**src/sv/pgn_pkg.sv**
```systemverilog
package pgn_pkg;

    localparam int COORD_W = 32;
    localparam int NOISE_W = 24;
    localparam int BIAS_W = 9;
    localparam int CEIL_W = 8;
    localparam int CFG_DATA_W = 32;
    localparam int CFG_ADDR_W = 3;

    localparam int FRAC_BITS_DEFAULT = 16;

    // gradient components are the low hash bits
    localparam int GRAD_BITS = 5;
    localparam int GRAD_RANGE = 1 << GRAD_BITS;

    localparam logic [31:0] MIX_A = 32'h8529_7A4D;
    localparam logic [31:0] MIX_B = 32'h68E3_1DA4;
    localparam logic [31:0] MIX_C = 32'h1B56_C4E9;
    localparam logic [31:0] Y_SALT = 32'h251A_B517;

    localparam logic signed [BIAS_W-1:0] BIAS_RESET = 9'sd24;
    localparam logic [CEIL_W-1:0] CEILING_RESET = 8'd128;

    typedef enum logic {
        REG_BIAS    = 1'b0,
        REG_CEILING = 1'b1
    } pgn_reg_t;

    // per-stage advance enables for the hash pipeline
    typedef struct packed {
        logic hash_mul;
        logic hash_mix;
        logic hash_out;
    } pgn_step_t;

endpackage

```
**src/sv/pgn_mangle.sv**
```systemverilog
module pgn_mangle (
    input  logic                               clk,
    input  pgn_pkg::pgn_step_t                 step,
    input  logic [31:0]                        value,
    output logic [pgn_pkg::GRAD_BITS-1:0]      grad
);

    logic [31:0] mul_reg;
    logic [31:0] mix_reg;
    logic [pgn_pkg::GRAD_BITS-1:0] grad_reg;

    logic [31:0] mul_next;
    logic [31:0] fold_a;
    logic [31:0] fold_b;
    logic [31:0] fold_c;
    logic [31:0] mix_next;
    logic [31:0] fold_d;
    logic [pgn_pkg::GRAD_BITS-1:0] grad_next;

    assign mul_next = value * pgn_pkg::MIX_A;
    assign fold_a = mul_reg ^ (mul_reg >> 8);
    assign fold_b = fold_a + pgn_pkg::MIX_B;
    assign fold_c = fold_b ^ (fold_b << 8);
    assign mix_next = fold_c * pgn_pkg::MIX_C;
    assign fold_d = mix_reg ^ (mix_reg >> 8);
    assign grad_next = fold_d[pgn_pkg::GRAD_BITS-1:0];

    always_ff @(posedge clk)
    begin
        if (step.hash_mul)
        begin
            mul_reg <= mul_next;
        end
        if (step.hash_mix)
        begin
            mix_reg <= mix_next;
        end
        if (step.hash_out)
        begin
            grad_reg <= grad_next;
        end
    end

    assign grad = grad_reg;

endmodule

```
**config.mk**
```make
export PLATFORM = sky130hd
export DESIGN_NAME = pgn_mangle
export DESIGN_NICKNAME = d
export VERILOG_FILES = /design/src/sv/pgn_pkg.sv /design/src/sv/pgn_mangle.sv
export SDC_FILE = /design/constraint.sdc
export NUM_CORES = 1
export LEC_CHECK = 0
export ABC_AREA = 1
export BUFFER_PORTS_ARGS = -buffer_cell sky130_fd_sc_hd__buf_2
export CORE_ASPECT_RATIO = 0.9
export CORE_MARGIN = 2
export CORE_UTILIZATION = 50
export CTS_CLUSTER_DIAMETER = 200
export CTS_CLUSTER_SIZE = 40
export DETAILED_ROUTE_END_ITERATION = 10
export PLACE_DENSITY = 0.68
export SLEW_MARGIN = 5
export SYNTH_ARGS = -nofsm -noshare
export SYNTH_HDL_FRONTEND = slang
export SYNTH_SLANG_ARGS = --single-unit
```
**constraint.sdc**
```tcl
create_clock -name clk -period 8.7 [get_ports clk]
set_input_delay 1.74 -clock clk [delete_from_list [all_inputs] [get_ports clk]]
set_output_delay 1.74 -clock clk [all_outputs]
set_load 0.1 [all_outputs]
```
==> out/metrics.yaml <==
final_layout:
  fillerInstances: 1206
  final_common_cell: "inv_1"
  drive_gt1_share_pct: 10.2
  final_cell_mix: "inv_1 (213), ha_1 (147), nand2_1 (83)"
  finalNetCount: 1042
  largest_reg_flops: 21
  synthToLayoutAreaGrowth_pct: 7.51
  antenna_cells: 0
worst_hold_path:
  hold_class: "reg2reg"
  holdPathStages: 1
worst_setup_path:
  cp_slowest_cell: "fa_1"
  critPathCaptureType: "flip-flop"
  cp.depth: 21
  crit_path_start_kind: "primary input"
  critPathMaxFanout: 11
  reg2regPathDepth: 23
  path_class: "in2reg"
  path_buf_inv: 8
  cp-startpoint: "value[1]"
  cpMostUsedCell: "inv_1"
  r2r-start: "mul_reg[10]$_DFFE_PP_"
  critical-path-top-delay-family: "adder cells"
  crit_path_max_incr_delay_ns: 0.54
  reg2reg_to: "mix_reg[12]$_DFFE_PP_"
  crit_required_ns: 8.72
  cp.arrival_ns: 6.99
  regToRegSetupSlack_ns: 3.30
  crit_chain: "buf_2 > inv_1 > fa_1 > fa_1 > inv_1 > ha_1 > inv_1 > fa_1 > inv_1 > fa_1 > ha_1 > fa_1 > inv_1 > fa_1 > inv_1 > ha_1 > nand2_1 > inv_1 > a221oi_1 > nand2_1 > xor2_1"
  crit_end: "mul_reg[18]$_DFFE_PP_"
status:
  status: "complete, no violations"
grt:
  grt_max_degree: 22
  grt_usage_pct: 19.7
  grt_pass1_vias: 5062
  antenna_found_initial: 0
  grt_overflow: 0
  grt_first_pass_wirelength_um: 23200
clock_tree:
  cts_resized: 0
  numClockSinks: 36
  cts-buffers-inserted: 5
  cts_hold_buf: 0
  cts.path.max_buffers: 2
  ctsHtreeMaxLevel: 2
  root_buffer: "clkbuf_16"
  clk_latency_ns: 0.28
  path_clk_slew_ns: 0.06
  post_cts_buffers: 0
  tritoncts: "done"
sta:
  fmax_mhz: 144
  report.final.slew_viol_count: 0
  hold_viol_final: 0
  worstMarginPinSlew_ns: 0.820
  setup-violations-final: 0
  fin_crit_sh_pct: 80.1
  period_needed_ns: 6.97
  setup_tns_ns: 0
  skew_ns: 0.00689
  relSlewSlack_pct: 45.2
  rsz0062_at_grt: "no"
die:
  core_region_area_um2: 13400
  boundaryPins: 41
  num_rows: 40
  die_x_um: 128
  die_area_um2: 14800
  die_h_um: 116
  initial_core_util_pct: 51.6
yosys:
  synth_xor_area_share_pct: 8.23
  ys_types: 34
  postSynthCellCount: 745
  synth_compound_area_share_pct: 3.84
  synth_seq_cells: 36
  synthMuxAreaShare_pct: 0
  synthSimpleGateAreaFrac_pct: 11.1
  synthAdderAreaFrac_pct: 49.2
  yosys_warnings: 0
  synth_top_family_by_area: "adder cells"
  syn-cell-area_um2: 6920
  syn_nets: 1006
  syn_area_per_cell_um2: 9.28
  ys_seq_area_share_pct: 15.6
route:
  final_antenna_net_count: 0
  drt_iter0_drc: 178
  routed.top_layer: "met4"
  finalWirelength_um: 13400
  dr_total_vias: 4654
  wl_met2_um: 6910
  first_pass_iters: 4
  met3_length_um: 267
  drc_errors: 0
  wl_per_cell_um: 14.2
  avgViaCountPerCell: 4.90
  wl_met1_um: 6000
placed_design:
  portBuffers: 29
  dp_hpwl_um: 12000
  routabilityCongestion: 0.952
job:
  max_cap_violations: 0
synth_stat cells (all sizes together):
master / number / share of area (%)
o21bai: 3 / 0.33
a31oi: 1 / 0.091
nor4: 1 / 0.091
ha: 147 / 27
a31o: 1 / 0.13
o21ai: 5 / 0.36
xor2: 40 / 5.1
o31ai: 1 / 0.11
a221oi: 1 / 0.13
nand3: 20 / 1.8
inv: 222 / 12
nand4: 1 / 0.091
nor2: 21 / 1.6
edfxtp: 36 / 16
nor3: 1 / 0.072
o221ai: 1 / 0.13
fa: 78 / 23
o211ai: 2 / 0.22
nand2: 106 / 6.9
a21oi: 25 / 2.0
nand3b: 4 / 0.43
xnor2: 25 / 3.2
a21o: 3 / 0.33
cell families after synthesis:
logic type | count (synthesis)
flip-flops | 36
XOR/XNOR | 65
AO/OA/AOI/OAI | 43
buffers and inverters | 222
AND/OR/NAND/NOR | 154
adder cells (fa/ha/maj) | 225
layout make-up:
cell class	instances	area, um2	area share, %
Clock buffer	6	129	1.73
Sequential cell	36	1080	14.5
Clock inverter	2	35.0	0.471
Multi-Input combinational cell	487	5000	67.3
Tap cell	168	210	2.83
Inverter	222	833	11.2
Timing Repair Buffer	29	145	1.95
layer usage:
| layer | vias to the layer above | GRT usage (%) |
|---|---|---|
| li1 | 2357 | - |
| met5 | - | 0 |
| met2 | 55 | 37.8 |
| met3 | 16 | 2.03 |
| met4 | 0 | 4.84 |
| met1 | 2226 | 23.9 |
worst register-to-register path, cell delays in order (launching register included):
cell and delay, ns:
edfxtp_1 0.45, nand2_1 0.12, inv_2 0.06, nor2_8 0.14, ha_1 0.25, nand3_1 0.14
nand2_1 0.08, nand2_1 0.09, nand2_2 0.11, inv_2 0.07, ha_1 0.29, ha_1 0.31
fa_1 0.48, fa_1 0.57, inv_1 0.07, fa_1 0.57, inv_1 0.06, ha_1 0.35
nand4_1 0.12, o221ai_1 0.32, xor2_1 0.27, nand3_1 0.12, nand2_1 0.08, inv_1 0.04
metrics by stage:
stage	hold slack, ns	util (%)	setup WS [ns]	cells	cell area [um2]
floorplan	0.543	-	2.08	745	6920
global placement	0.547	54.2	1.50	942	7270
detailed placement	0.555	54.2	1.41	942	7270
CTS	0.557	55.4	1.73	950	7430
global route	0.568	55.4	1.37	950	7430
finish	0.550	55.4	1.73	950	7430
how the worst min path moves through the flow:
stage,from,to
after floorplan,mix_reg[0]$_DFFE_PP_,grad[0]$_DFFE_PP_
after global placement,mix_reg[3]$_DFFE_PP_,grad[3]$_DFFE_PP_
after detailed placement,mix_reg[10]$_DFFE_PP_,grad[2]$_DFFE_PP_
after CTS,mix_reg[1]$_DFFE_PP_,grad[1]$_DFFE_PP_
after global routing,mix_reg[12]$_DFFE_PP_,grad[4]$_DFFE_PP_
final,mix_reg[1]$_DFFE_PP_,grad[1]$_DFFE_PP_
Power is not shown: default switching activity piles up to over one toggle a cycle in this logic, so the estimate is an artifact.
